===== src/design/sbsfa_pkg.sv =====
// ----------------------------------------------------------------------------
// sbsfa_pkg
// Shared types and constants for the sprite bounce, scale and fade animator.
// ----------------------------------------------------------------------------
package sbsfa_pkg;

  localparam int COORD_W = 12;
  localparam int TIME_W  = 32;
  localparam int PER_W   = 16;
  localparam int STEP_W  = 8;
  localparam int ALPHA_W = 8;
  localparam int QUO_W   = COORD_W;
  localparam int PROD_W  = COORD_W + PER_W;
  localparam int CNT_W   = $clog2(QUO_W);
  localparam int IDX_W   = 3;
  localparam int DATA_W  = 72;

  localparam logic [COORD_W-1:0] WIN_W_RST = COORD_W'(800);
  localparam logic [COORD_W-1:0] WIN_H_RST = COORD_W'(480);
  localparam logic [COORD_W-1:0] MIN_RST   = COORD_W'(64);
  localparam logic [COORD_W-1:0] MAX_RST   = COORD_W'(400);
  localparam logic [PER_W-1:0]   PER_RST   = PER_W'(1000);
  localparam logic [ALPHA_W-1:0] FULL_ALPHA = ALPHA_W'(255);

  // Register indexes on the configuration port.
  localparam logic [IDX_W-1:0] CFG_WIN_W     = 3'd0;
  localparam logic [IDX_W-1:0] CFG_WIN_H     = 3'd1;
  localparam logic [IDX_W-1:0] CFG_MIN_W     = 3'd2;
  localparam logic [IDX_W-1:0] CFG_MIN_H     = 3'd3;
  localparam logic [IDX_W-1:0] CFG_MAX_W     = 3'd4;
  localparam logic [IDX_W-1:0] CFG_MAX_H     = 3'd5;
  localparam logic [IDX_W-1:0] CFG_FADE_PER  = 3'd6;
  localparam logic [IDX_W-1:0] CFG_SCALE_PER = 3'd7;

  localparam logic CMD_TICK  = 1'b0;
  localparam logic CMD_START = 1'b1;

  typedef enum logic [2:0] {
    ST_IDLE,
    ST_DECODE,
    ST_MUL,
    ST_DIV,
    ST_WB,
    ST_MOVE,
    ST_FADE,
    ST_DONE
  } ctrl_state_t;

  typedef enum logic [3:0] {
    DP_NOP,
    DP_CAPTURE,
    DP_START,
    DP_SCALE_CHK,
    DP_MUL,
    DP_DIV_STEP,
    DP_WRITE,
    DP_MOVE,
    DP_FADE_CHK,
    DP_PUBLISH
  } dp_op_t;

  typedef enum logic [1:0] {
    RAMP_W,
    RAMP_H,
    RAMP_A
  } ramp_sel_t;

  typedef struct packed {
    dp_op_t    op;
    ramp_sel_t sel;
  } dp_cmd_t;

  typedef struct packed {
    logic is_start;
    logic scale_due;
    logic fade_due;
    logic out_free;
  } dp_status_t;

endpackage


===== src/design/sbsfa_ctrl.sv =====
// ----------------------------------------------------------------------------
// sbsfa_ctrl
// Sequencer: loads the sprite for a start word and steps the datapath through size, motion and alpha for a tick.
// ----------------------------------------------------------------------------
module sbsfa_ctrl (
  input  logic                  clk,
  input  logic                  rst_n,
  input  logic                  in_tvalid,
  output logic                  in_tready,
  input  sbsfa_pkg::dp_status_t status,
  output sbsfa_pkg::dp_cmd_t    cmd
);
  import sbsfa_pkg::*;

  ctrl_state_t      state_r, state_nxt;
  ramp_sel_t        sel_r, sel_nxt;
  logic [CNT_W-1:0] cnt_r, cnt_nxt;

  always_ff @(posedge clk) begin
    if (!rst_n) begin
      state_r <= ST_IDLE;
      sel_r   <= RAMP_W;
      cnt_r   <= '0;
    end else begin
      state_r <= state_nxt;
      sel_r   <= sel_nxt;
      cnt_r   <= cnt_nxt;
    end
  end

  always_comb begin
    state_nxt = state_r;
    sel_nxt   = sel_r;
    cnt_nxt   = cnt_r;
    cmd.op    = DP_NOP;
    cmd.sel   = sel_r;
    in_tready = 1'b0;
    unique case (state_r)
      ST_IDLE: begin
        // No word is taken while reset is held.
        in_tready = rst_n;
        if (in_tvalid && rst_n) begin
          cmd.op    = DP_CAPTURE;
          state_nxt = ST_DECODE;
        end
      end
      ST_DECODE: begin
        if (status.is_start) begin
          cmd.op    = DP_START;
          state_nxt = ST_DONE;
        end else begin
          cmd.op = DP_SCALE_CHK;
          // A finished scale phase holds the size, so no ramp is computed.
          if (status.scale_due) begin
            state_nxt = ST_MOVE;
          end else begin
            sel_nxt   = RAMP_W;
            state_nxt = ST_MUL;
          end
        end
      end
      ST_MUL: begin
        cmd.op    = DP_MUL;
        cnt_nxt   = '0;
        state_nxt = ST_DIV;
      end
      ST_DIV: begin
        cmd.op  = DP_DIV_STEP;
        cnt_nxt = cnt_r + 1'b1;
        if (cnt_r == CNT_W'(QUO_W - 1)) begin
          state_nxt = ST_WB;
        end
      end
      ST_WB: begin
        cmd.op = DP_WRITE;
        unique case (sel_r)
          RAMP_W: begin
            sel_nxt   = RAMP_H;
            state_nxt = ST_MUL;
          end
          RAMP_H: state_nxt = ST_MOVE;
          RAMP_A: state_nxt = ST_DONE;
          default: state_nxt = ST_DONE;
        endcase
      end
      ST_MOVE: begin
        cmd.op    = DP_MOVE;
        state_nxt = ST_FADE;
      end
      ST_FADE: begin
        cmd.op = DP_FADE_CHK;
        if (status.fade_due) begin
          state_nxt = ST_DONE;
        end else begin
          sel_nxt   = RAMP_A;
          state_nxt = ST_MUL;
        end
      end
      ST_DONE: begin
        if (status.out_free) begin
          cmd.op    = DP_PUBLISH;
          state_nxt = ST_IDLE;
        end
      end
      default: state_nxt = ST_IDLE;
    endcase
  end

endmodule


===== src/design/sbsfa_dp.sv =====
// ----------------------------------------------------------------------------
// sbsfa_dp
// Datapath: configuration, sprite state, ramp multiplier, shared divider,
// bounce logic and the output register.
// ----------------------------------------------------------------------------
module sbsfa_dp (
  input  logic                          clk,
  input  logic                          rst_n,
  input  sbsfa_pkg::dp_cmd_t            cmd,
  output sbsfa_pkg::dp_status_t         status,
  input  logic                          in_tuser,
  input  logic [sbsfa_pkg::DATA_W-1:0]  in_tdata,
  input  logic                          cfg_valid,
  input  logic [sbsfa_pkg::IDX_W-1:0]   cfg_index,
  input  logic [sbsfa_pkg::PER_W-1:0]   cfg_data,
  output logic                          out_tvalid,
  input  logic                          out_tready,
  output logic [sbsfa_pkg::DATA_W-1:0]  out_tdata
);
  import sbsfa_pkg::*;

  // Configuration registers.
  logic [COORD_W-1:0] win_w_r, win_h_r, min_w_r, min_h_r, max_w_r, max_h_r;
  logic [PER_W-1:0]   fade_per_r, scale_per_r;

  // Captured input word.
  logic               cmd_r;
  logic [TIME_W-1:0]  now_r;
  logic [COORD_W-1:0] sx_r, sy_r;
  logic [STEP_W-1:0]  sdx_r, sdy_r;

  // Sprite state.
  logic [COORD_W-1:0] cur_x_r, cur_y_r, cur_w_r, cur_h_r;
  logic [STEP_W-1:0]  step_x_r, step_y_r;
  logic [ALPHA_W-1:0] cur_alpha_r;
  logic [TIME_W-1:0]  scale_start_r, fade_start_r;
  logic               growing_r, fading_in_r;

  // Divider: remainder and quotient shift register.
  logic [PER_W-1:0]   rem_r;
  logic [QUO_W-1:0]   quo_r;

  logic               out_valid_r;
  logic [DATA_W-1:0]  out_data_r;

  logic [TIME_W-1:0]  el_s, el_f;
  logic [COORD_W-1:0] mw_eff, mh_eff, span;
  logic [PER_W-1:0]   ramp_t, divisor;
  logic [PROD_W-1:0]  prod;
  logic [PER_W:0]     shifted, diff;
  logic               ge;
  logic [COORD_W-1:0] x_nxt, y_nxt;
  logic [STEP_W-1:0]  dx_nxt, dy_nxt;

  function automatic logic [COORD_W+STEP_W-1:0] move_axis(
    input logic [COORD_W-1:0] pos,
    input logic [STEP_W-1:0]  step,
    input logic [COORD_W-1:0] size,
    input logic [COORD_W-1:0] limit
  );
    logic signed [COORD_W+2:0] np;
    logic signed [COORD_W+2:0] np_far;
    logic [STEP_W-1:0]         neg;
    np     = $signed({3'b000, pos}) + $signed({{(COORD_W+3-STEP_W){step[STEP_W-1]}}, step});
    np_far = np + $signed({3'b000, size});
    // Negating the most negative step saturates to the most positive one.
    neg = (step == {1'b1, {(STEP_W-1){1'b0}}}) ? {1'b0, {(STEP_W-1){1'b1}}} : (~step + 1'b1);
    if (!np[COORD_W+2] && (np_far < $signed({3'b000, limit}))) begin
      move_axis = {np[COORD_W-1:0], step};
    end else begin
      move_axis = {pos, neg};
    end
  endfunction

  assign el_s   = now_r - scale_start_r;
  assign el_f   = now_r - fade_start_r;
  assign mw_eff = (max_w_r < min_w_r) ? min_w_r : max_w_r;
  assign mh_eff = (max_h_r < min_h_r) ? min_h_r : max_h_r;

  assign status.is_start  = (cmd_r == CMD_START);
  assign status.scale_due = (el_s >= TIME_W'(scale_per_r));
  assign status.fade_due  = (el_f >= TIME_W'(fade_per_r));
  assign status.out_free  = !out_valid_r || out_tready;

  // Ramp operands. Inside a phase the elapsed time is below the period,
  // so its low bits are the whole value.
  always_comb begin
    unique case (cmd.sel)
      RAMP_W: begin
        span    = mw_eff - min_w_r;
        divisor = scale_per_r;
        ramp_t  = growing_r ? el_s[PER_W-1:0] : (scale_per_r - el_s[PER_W-1:0]);
      end
      RAMP_H: begin
        span    = mh_eff - min_h_r;
        divisor = scale_per_r;
        ramp_t  = growing_r ? el_s[PER_W-1:0] : (scale_per_r - el_s[PER_W-1:0]);
      end
      RAMP_A: begin
        span    = COORD_W'(FULL_ALPHA);
        divisor = fade_per_r;
        ramp_t  = fading_in_r ? el_f[PER_W-1:0] : (fade_per_r - el_f[PER_W-1:0]);
      end
      default: begin
        span    = '0;
        divisor = scale_per_r;
        ramp_t  = '0;
      end
    endcase
  end

  assign prod    = PROD_W'(span) * PROD_W'(ramp_t);
  assign shifted = {rem_r, quo_r[QUO_W-1]};
  assign ge      = (shifted >= {1'b0, divisor});
  assign diff    = shifted - {1'b0, divisor};

  assign {x_nxt, dx_nxt} = move_axis(cur_x_r, step_x_r, cur_w_r, win_w_r);
  assign {y_nxt, dy_nxt} = move_axis(cur_y_r, step_y_r, cur_h_r, win_h_r);

  always_ff @(posedge clk) begin
    if (!rst_n) begin
      win_w_r     <= WIN_W_RST;
      win_h_r     <= WIN_H_RST;
      min_w_r     <= MIN_RST;
      min_h_r     <= MIN_RST;
      max_w_r     <= MAX_RST;
      max_h_r     <= MAX_RST;
      fade_per_r  <= PER_RST;
      scale_per_r <= PER_RST;
    end else if (cfg_valid) begin
      unique case (cfg_index)
        CFG_WIN_W:     win_w_r     <= cfg_data[COORD_W-1:0];
        CFG_WIN_H:     win_h_r     <= cfg_data[COORD_W-1:0];
        CFG_MIN_W:     min_w_r     <= cfg_data[COORD_W-1:0];
        CFG_MIN_H:     min_h_r     <= cfg_data[COORD_W-1:0];
        CFG_MAX_W:     max_w_r     <= cfg_data[COORD_W-1:0];
        CFG_MAX_H:     max_h_r     <= cfg_data[COORD_W-1:0];
        CFG_FADE_PER:  fade_per_r  <= cfg_data;
        CFG_SCALE_PER: scale_per_r <= cfg_data;
        default: ;
      endcase
    end
  end

  // Payload registers: input capture, divider and output data.
  always_ff @(posedge clk) begin
    if (cmd.op == DP_CAPTURE) begin
      cmd_r <= in_tuser;
      now_r <= in_tdata[31:0];
      sx_r  <= in_tdata[43:32];
      sy_r  <= in_tdata[55:44];
      sdx_r <= in_tdata[63:56];
      sdy_r <= in_tdata[71:64];
    end
    if (cmd.op == DP_MUL) begin
      {rem_r, quo_r} <= prod;
    end else if (cmd.op == DP_DIV_STEP) begin
      rem_r <= ge ? diff[PER_W-1:0] : shifted[PER_W-1:0];
      quo_r <= {quo_r[QUO_W-2:0], ge};
    end
    if (cmd.op == DP_PUBLISH) begin
      out_data_r <= {step_y_r, step_x_r, cur_alpha_r, cur_h_r, cur_w_r, cur_y_r, cur_x_r};
    end
  end

  always_ff @(posedge clk) begin
    if (!rst_n) begin
      cur_x_r       <= '0;
      cur_y_r       <= '0;
      step_x_r      <= '0;
      step_y_r      <= '0;
      cur_w_r       <= MIN_RST;
      cur_h_r       <= MIN_RST;
      cur_alpha_r   <= FULL_ALPHA;
      scale_start_r <= '0;
      fade_start_r  <= '0;
      growing_r     <= 1'b1;
      fading_in_r   <= 1'b0;
      out_valid_r   <= 1'b0;
    end else begin
      unique case (cmd.op)
        DP_START: begin
          cur_x_r       <= sx_r;
          cur_y_r       <= sy_r;
          step_x_r      <= sdx_r;
          step_y_r      <= sdy_r;
          scale_start_r <= now_r;
          fade_start_r  <= now_r;
          growing_r     <= 1'b1;
          fading_in_r   <= 1'b0;
        end
        DP_SCALE_CHK: begin
          if (status.scale_due) begin
            scale_start_r <= now_r;
            growing_r     <= !growing_r;
          end
        end
        DP_WRITE: begin
          unique case (cmd.sel)
            RAMP_W:  cur_w_r     <= min_w_r + quo_r;
            RAMP_H:  cur_h_r     <= min_h_r + quo_r;
            RAMP_A:  cur_alpha_r <= quo_r[ALPHA_W-1:0];
            default: ;
          endcase
        end
        DP_MOVE: begin
          cur_x_r  <= x_nxt;
          cur_y_r  <= y_nxt;
          step_x_r <= dx_nxt;
          step_y_r <= dy_nxt;
        end
        DP_FADE_CHK: begin
          if (status.fade_due) begin
            fade_start_r <= now_r;
            fading_in_r  <= !fading_in_r;
          end
        end
        default: ;
      endcase
      if (cmd.op == DP_PUBLISH) begin
        out_valid_r <= 1'b1;
      end else if (out_tready) begin
        out_valid_r <= 1'b0;
      end
    end
  end

  assign out_tvalid = out_valid_r;
  assign out_tdata  = out_data_r;

endmodule


===== src/design/sprite_bounce_scale_fade_animator.sv =====
// ----------------------------------------------------------------------------
// sprite_bounce_scale_fade_animator
// Animates one sprite: bounce within a window, linear scale and fade ramps.
// ----------------------------------------------------------------------------
// Each input word is a start (tuser high: load position and velocity, restart
// both periods) or a tick (tuser low: update size, then position, then alpha
// for the time now_ms). Every word yields exactly one output word with the
// sprite state after it. Registers are written over the cfg channel, which is
// ready whenever reset is released; they are expected to change only while
// the block is idle.
// Words are handled one at a time. A start goes through decode and then
// publishes its output word, after which the next word can be accepted.
// A tick passes each of the three ramps through the multiplier and then the
// shared restoring divider, which yields its 12-bit quotient one bit per
// cycle, plus a write-back step; a phase that ends skips its ramp.
// The result sits in an output register, so the next input word is taken
// while it waits; if the receiver stalls, the following result waits in the
// sequencer and no further word is accepted until the register frees up.
// Reset (rst_n low, synchronous) restores the default registers, places the
// sprite at the origin at rest, minimum size, full alpha, growing and fading
// out, and empties the output.
// ----------------------------------------------------------------------------
module sprite_bounce_scale_fade_animator (
  input  logic                          clk,
  input  logic                          rst_n,
  input  logic                          in_tvalid,
  output logic                          in_tready,
  // tdata: now_ms[31:0], start_x[43:32], start_y[55:44], start_dx[63:56],
  //        start_dy[71:64]
  input  logic [sbsfa_pkg::DATA_W-1:0]  in_tdata,
  // tuser: cmd (0 tick, 1 start)
  input  logic                          in_tuser,
  output logic                          out_tvalid,
  input  logic                          out_tready,
  // tdata: pos_x[11:0], pos_y[23:12], width[35:24], height[47:36],
  //        alpha[55:48], velocity_x[63:56], velocity_y[71:64]
  output logic [sbsfa_pkg::DATA_W-1:0]  out_tdata,
  input  logic                          cfg_valid,
  output logic                          cfg_ready,
  input  logic [sbsfa_pkg::IDX_W-1:0]   cfg_index,
  input  logic [sbsfa_pkg::PER_W-1:0]   cfg_data
);
  import sbsfa_pkg::*;

  dp_cmd_t    cmd;
  dp_status_t status;

  assign cfg_ready = rst_n;

  sbsfa_ctrl u_ctrl (
    .clk       (clk),
    .rst_n     (rst_n),
    .in_tvalid (in_tvalid),
    .in_tready (in_tready),
    .status    (status),
    .cmd       (cmd)
  );

  sbsfa_dp u_dp (
    .clk        (clk),
    .rst_n      (rst_n),
    .cmd        (cmd),
    .status     (status),
    .in_tuser   (in_tuser),
    .in_tdata   (in_tdata),
    .cfg_valid  (cfg_valid),
    .cfg_index  (cfg_index),
    .cfg_data   (cfg_data),
    .out_tvalid (out_tvalid),
    .out_tready (out_tready),
    .out_tdata  (out_tdata)
  );

endmodule

===== config.mk =====
export PLATFORM = sky130hd
export DESIGN_NAME = sprite_bounce_scale_fade_animator
export DESIGN_NICKNAME = d
export VERILOG_FILES = /design/src/design/sbsfa_pkg.sv /design/src/design/sbsfa_ctrl.sv /design/src/design/sbsfa_dp.sv /design/src/design/sprite_bounce_scale_fade_animator.sv
export SDC_FILE = /design/constraint.sdc
export NUM_CORES = 2
export LEC_CHECK = 0
export BUFFER_PORTS_ARGS = -buffer_cell sky130_fd_sc_hd__buf_2
export CORE_ASPECT_RATIO = 1.1
export CORE_MARGIN = 5
export CORE_UTILIZATION = 57
export DETAILED_ROUTE_END_ITERATION = 7
export PLACE_DENSITY = 0.78
export SLEW_MARGIN = 20
export SYNTH_ARGS = -nofsm -noshare
export SYNTH_HDL_FRONTEND = slang
export SYNTH_SLANG_ARGS = --single-unit

===== constraint.sdc =====
create_clock -name clk -period 10.18 [get_ports clk]
set_input_delay 0.509 -clock clk [delete_from_list [all_inputs] [get_ports clk]]
set_output_delay 0.509 -clock clk [all_outputs]
set_load 0.01 [all_outputs]

==> reports/metrics.csv <==
stage,metric,value,unit
clocking,cts_tree,built,
clocking,cts.clk_slew.worst_paths,0.06,ns
timing,slew_violations,0,
final_layout,final_layout_size_suffix_gt1_share,10.0,%
timing,max_slew_margin,30.2,%
clocking,ctsHtreeMaxLevel,2,
clocking,cts.sinks,425,
synthesis,synth-edff-count,173,
routing,drt_iter0_markers,2465,
clocking,clock-root-buffer,clkbuf_16,
final_layout,area_growth,9.99,%
floorplanning,coreArea,0.0595,sq mm
routing,drc,0,
placed_design,dp_slack,0.0217,ns
synthesis,ys_seq_area_share,30.0,%
critical_path,critical-path-slowest-cell,fa_1,
placed_design,hpwl,69800,um
placed_design,placed_area,0.0357,sq mm
global_routing,grt_pass1_vias,27500,
critical_path,crit_type,flop to flop,
final_layout,fin_area,0.0375,sq mm
timing,fin_crit_sh,95.2,%
floorplanning,die_h,266,um
timing,hold_viol,0,
critical_path,worstSetupStartpointType,flop,
global_routing,globalRouteTotalUtil,27.3,%
pwr,powerDensity,299,mW/mm^2
clocking,cts_max_path_buffers,3,
final_layout,nNetsFinal,4675,
critical_path,cp_max_fo,10,
critical_path,crit_required,10.50,ns
floorplanning,start_util,57.3,%
timing,min_period,9.69,ns
final_layout,nFillCells,4954,
global_routing,antenna_found_initial,2,
timing,fin_ws,0.491,ns
placed_design,io_buffers,171,
routing,via_per_inst,5.87,
synthesis,synthCells,3950,
global_routing,grt_pass1_wl,145000,um
synthesis,avgSynthCellArea,8.63,sq um
timing,tightestPinTransition,1.04,ns
critical_path,max_stage_delay,0.55,ns
min_path,hp-class,primary input to flop,
floorplanning,rows,94,
synthesis,synth_flop_cell,dfxtp_1,
synthesis,synthArstFlopShare,0,%
timing,final-setup-viol-count,0,
timing,fin_tns_setup,0,ns
routing,first_pass_iters,5,
routing,final_antenna_net_count,0,
pwr,leakagePower,16.3,nW
clocking,numCtsBuffers,47,
timing,skew,0.0238,ns
synthesis,yosysWarnings,0,
routing,drt-total-wl,91300,um
final_layout,final_util,63.0,%
clocking,ctsHoldBuffers,0,
synthesis,ys_ff_latch,425,
run_status,status,"complete, no violations",
critical_path,reg2reg_setup_slack,0.49,ns
floorplanning,dieArea,0.0648,sq mm
placed_design,place.gp.congestion,0.953,
critical_path,worstPathArrival,10.01,ns
synthesis,syn-num-nets,4547,
clocking,clock_latency,0.61,ns
job,cap_violations,0,
synthesis,synth_cell_type_count,102,
synthesis,synth_area,0.0341,sq mm
pwr,peakVddDrop,0.000803,V
floorplanning,io_pins,172,
routing,routedWlPerCell,18.7,um
global_routing,overflow,0,
timing,max_freq,103,MHz
global_routing,grt_max_degree,95,
floorplanning,dieWidth,243,um
routing,vias,28700,
critical_path,end_kind,flop,
pwr,power,11.2,mW
state kept, by name, summed over array words and instances, names as in the netlist, 16 cells and up:
signal / count
u_dp.scale_per_r: 16
u_dp.out_tdata: 72
u_dp.rem_r: 16
u_dp.fade_per_r: 16
u_dp.now_r: 32
u_dp.scale_start_r: 32
u_dp.fade_start_r: 32
metal layers:
metal,part of all wire (%),GRT usage (%)
met1,42,35.6
met2,47,46.2
met3,7.3,3.68
met4,4.5,11.2
met5,0.014,0
cell type report:
type | instances | area (sq um) | share of cell area [%]
antenna | 1 | 2.50 | 0.00668
timing repair buffer | 231 | 1330 | 3.55
sequential | 425 | 10200 | 27.3
clock inverter | 30 | 395 | 1.05
clock buffer | 58 | 1250 | 3.33
tap | 768 | 961 | 2.56
multi-input combinational | 2908 | 21600 | 57.5
inverter | 465 | 1750 | 4.67
power breakdown:
| part | total [mW] | switching (mW) | internal, mW |
|---|---|---|---|
| clock | 1.83 | 0.746 | 1.08 |
| combinational | 7.46 | 4.23 | 3.23 |
| sequential | 1.93 | 0.0715 | 1.86 |
| total | 11.2 | 5.05 | 6.17 |
synth_stat cells, types with 8 or more instances:
master / instances / area share (%)
nor3b_1: 12 / 0.26
nand3b_1: 12 / 0.26
nand2b_1: 58 / 1.1
o21a_1: 38 / 0.84
o211ai_1: 40 / 0.88
nand4_1: 20 / 0.37
o21ai_0: 152 / 2.2
inv_1: 462 / 5.1
o22ai_1: 26 / 0.48
buf_1: 10 / 0.11
mux2_2: 28 / 0.93
dfxtp_1: 252 / 15
o31ai_1: 8 / 0.18
clkbuf_1: 118 / 1.3
xor2_1: 50 / 1.3
clkbuf_2: 12 / 0.18
fa_1: 153 / 9.0
or2_2: 14 / 0.26
nor2_1: 224 / 2.5
nor2b_1: 76 / 1.4
mux2i_1: 94 / 2.8
nand3_1: 62 / 0.91
a21o_1: 74 / 1.6
a211o_1: 9 / 0.23
a31oi_1: 16 / 0.29
nor3_1: 92 / 1.4
o21ai_1: 9 / 0.13
xnor2_1: 93 / 2.4
a21oi_1: 306 / 4.5
ha_1: 347 / 13
or3_1: 27 / 0.50
and3_1: 25 / 0.46
o21bai_1: 13 / 0.29
edfxtp_1: 173 / 15
a21boi_0: 28 / 0.62
a211oi_1: 33 / 0.73
nand2_1: 584 / 6.4
a22oi_1: 15 / 0.33
nor4_1: 10 / 0.18
and2_1: 27 / 0.50
kinds of logic after synthesis:
group,Yosys count,synth area share [%]
adder cells (fa/ha/maj),500,21.7
AO/OA/AOI/OAI,873,16.6
flip-flops,425,30.0
XOR/XNOR,143,3.67
buffers and inverters,617,7.08
AND/OR/NAND/NOR,1270,17.2
multiplexers,122,3.69
per-stage QoR:
step	std cells	hold WS, ns
after floorplan	3950	0.408
after CTS	4881	0.0510
after global placement	4793	0.417
after detailed placement	4793	0.420
final	4886	0.0748
after global routing	4885	0.0567
worst max-delay path: cells and delay by family, from the launching register on:
family | cells | cell delay, ns
adder cells (fa/ha/maj) | 8 | 3.46
buffers and inverters | 4 | 0.41
multiplexers | 2 | 0.47
AO/OA/AOI/OAI | 21 | 3.71
AND/OR/NAND/NOR | 7 | 1.04
flip-flops | 1 | 0.32
placed cells by master (no fill, tap or decap), types with 50 or more instances in the layout:
cell type,Yosys,routed
inv_1,462,461
xnor2_1,93,93
dfxtp_1,252,252
buf_2,5,170
mux2i_1,94,94
a21oi_1,306,302
nand3_1,62,62
nand2_1,584,584
nor2_1,224,219
a21o_1,74,74
nor2b_1,76,75
xor2_1,50,50
nor3_1,92,91
edfxtp_1,173,173
nand2b_1,58,58
ha_1,347,347
fa_1,153,153
buf_4,1,59
o21ai_0,152,140
final timing paths:
check | start | to | cells past startpoint
worst max-delay path | u_dp.min_w_r[1] | u_dp.rem_r[14] | 42
worst min-delay path | in_tdata[15] | u_dp.now_r[15] | 1
worst max register to register | u_dp.min_w_r[1] | u_dp.rem_r[14] | 42
worst min register to register | u_dp.cur_alpha_r[0] | u_dp.out_tdata[48] | 0
timing repair:
item / 4_1_cts / 5_1_grt
pin swaps: 0 / 7
setup endpoints to repair: 1 / 10
buffers inserted: 0 / 3
hold endpoints to repair: 0 / 0
resized for setup: 1 / 38
cloned: 0 / 0
No activity file was read; power rests on OpenSTA's default activity.
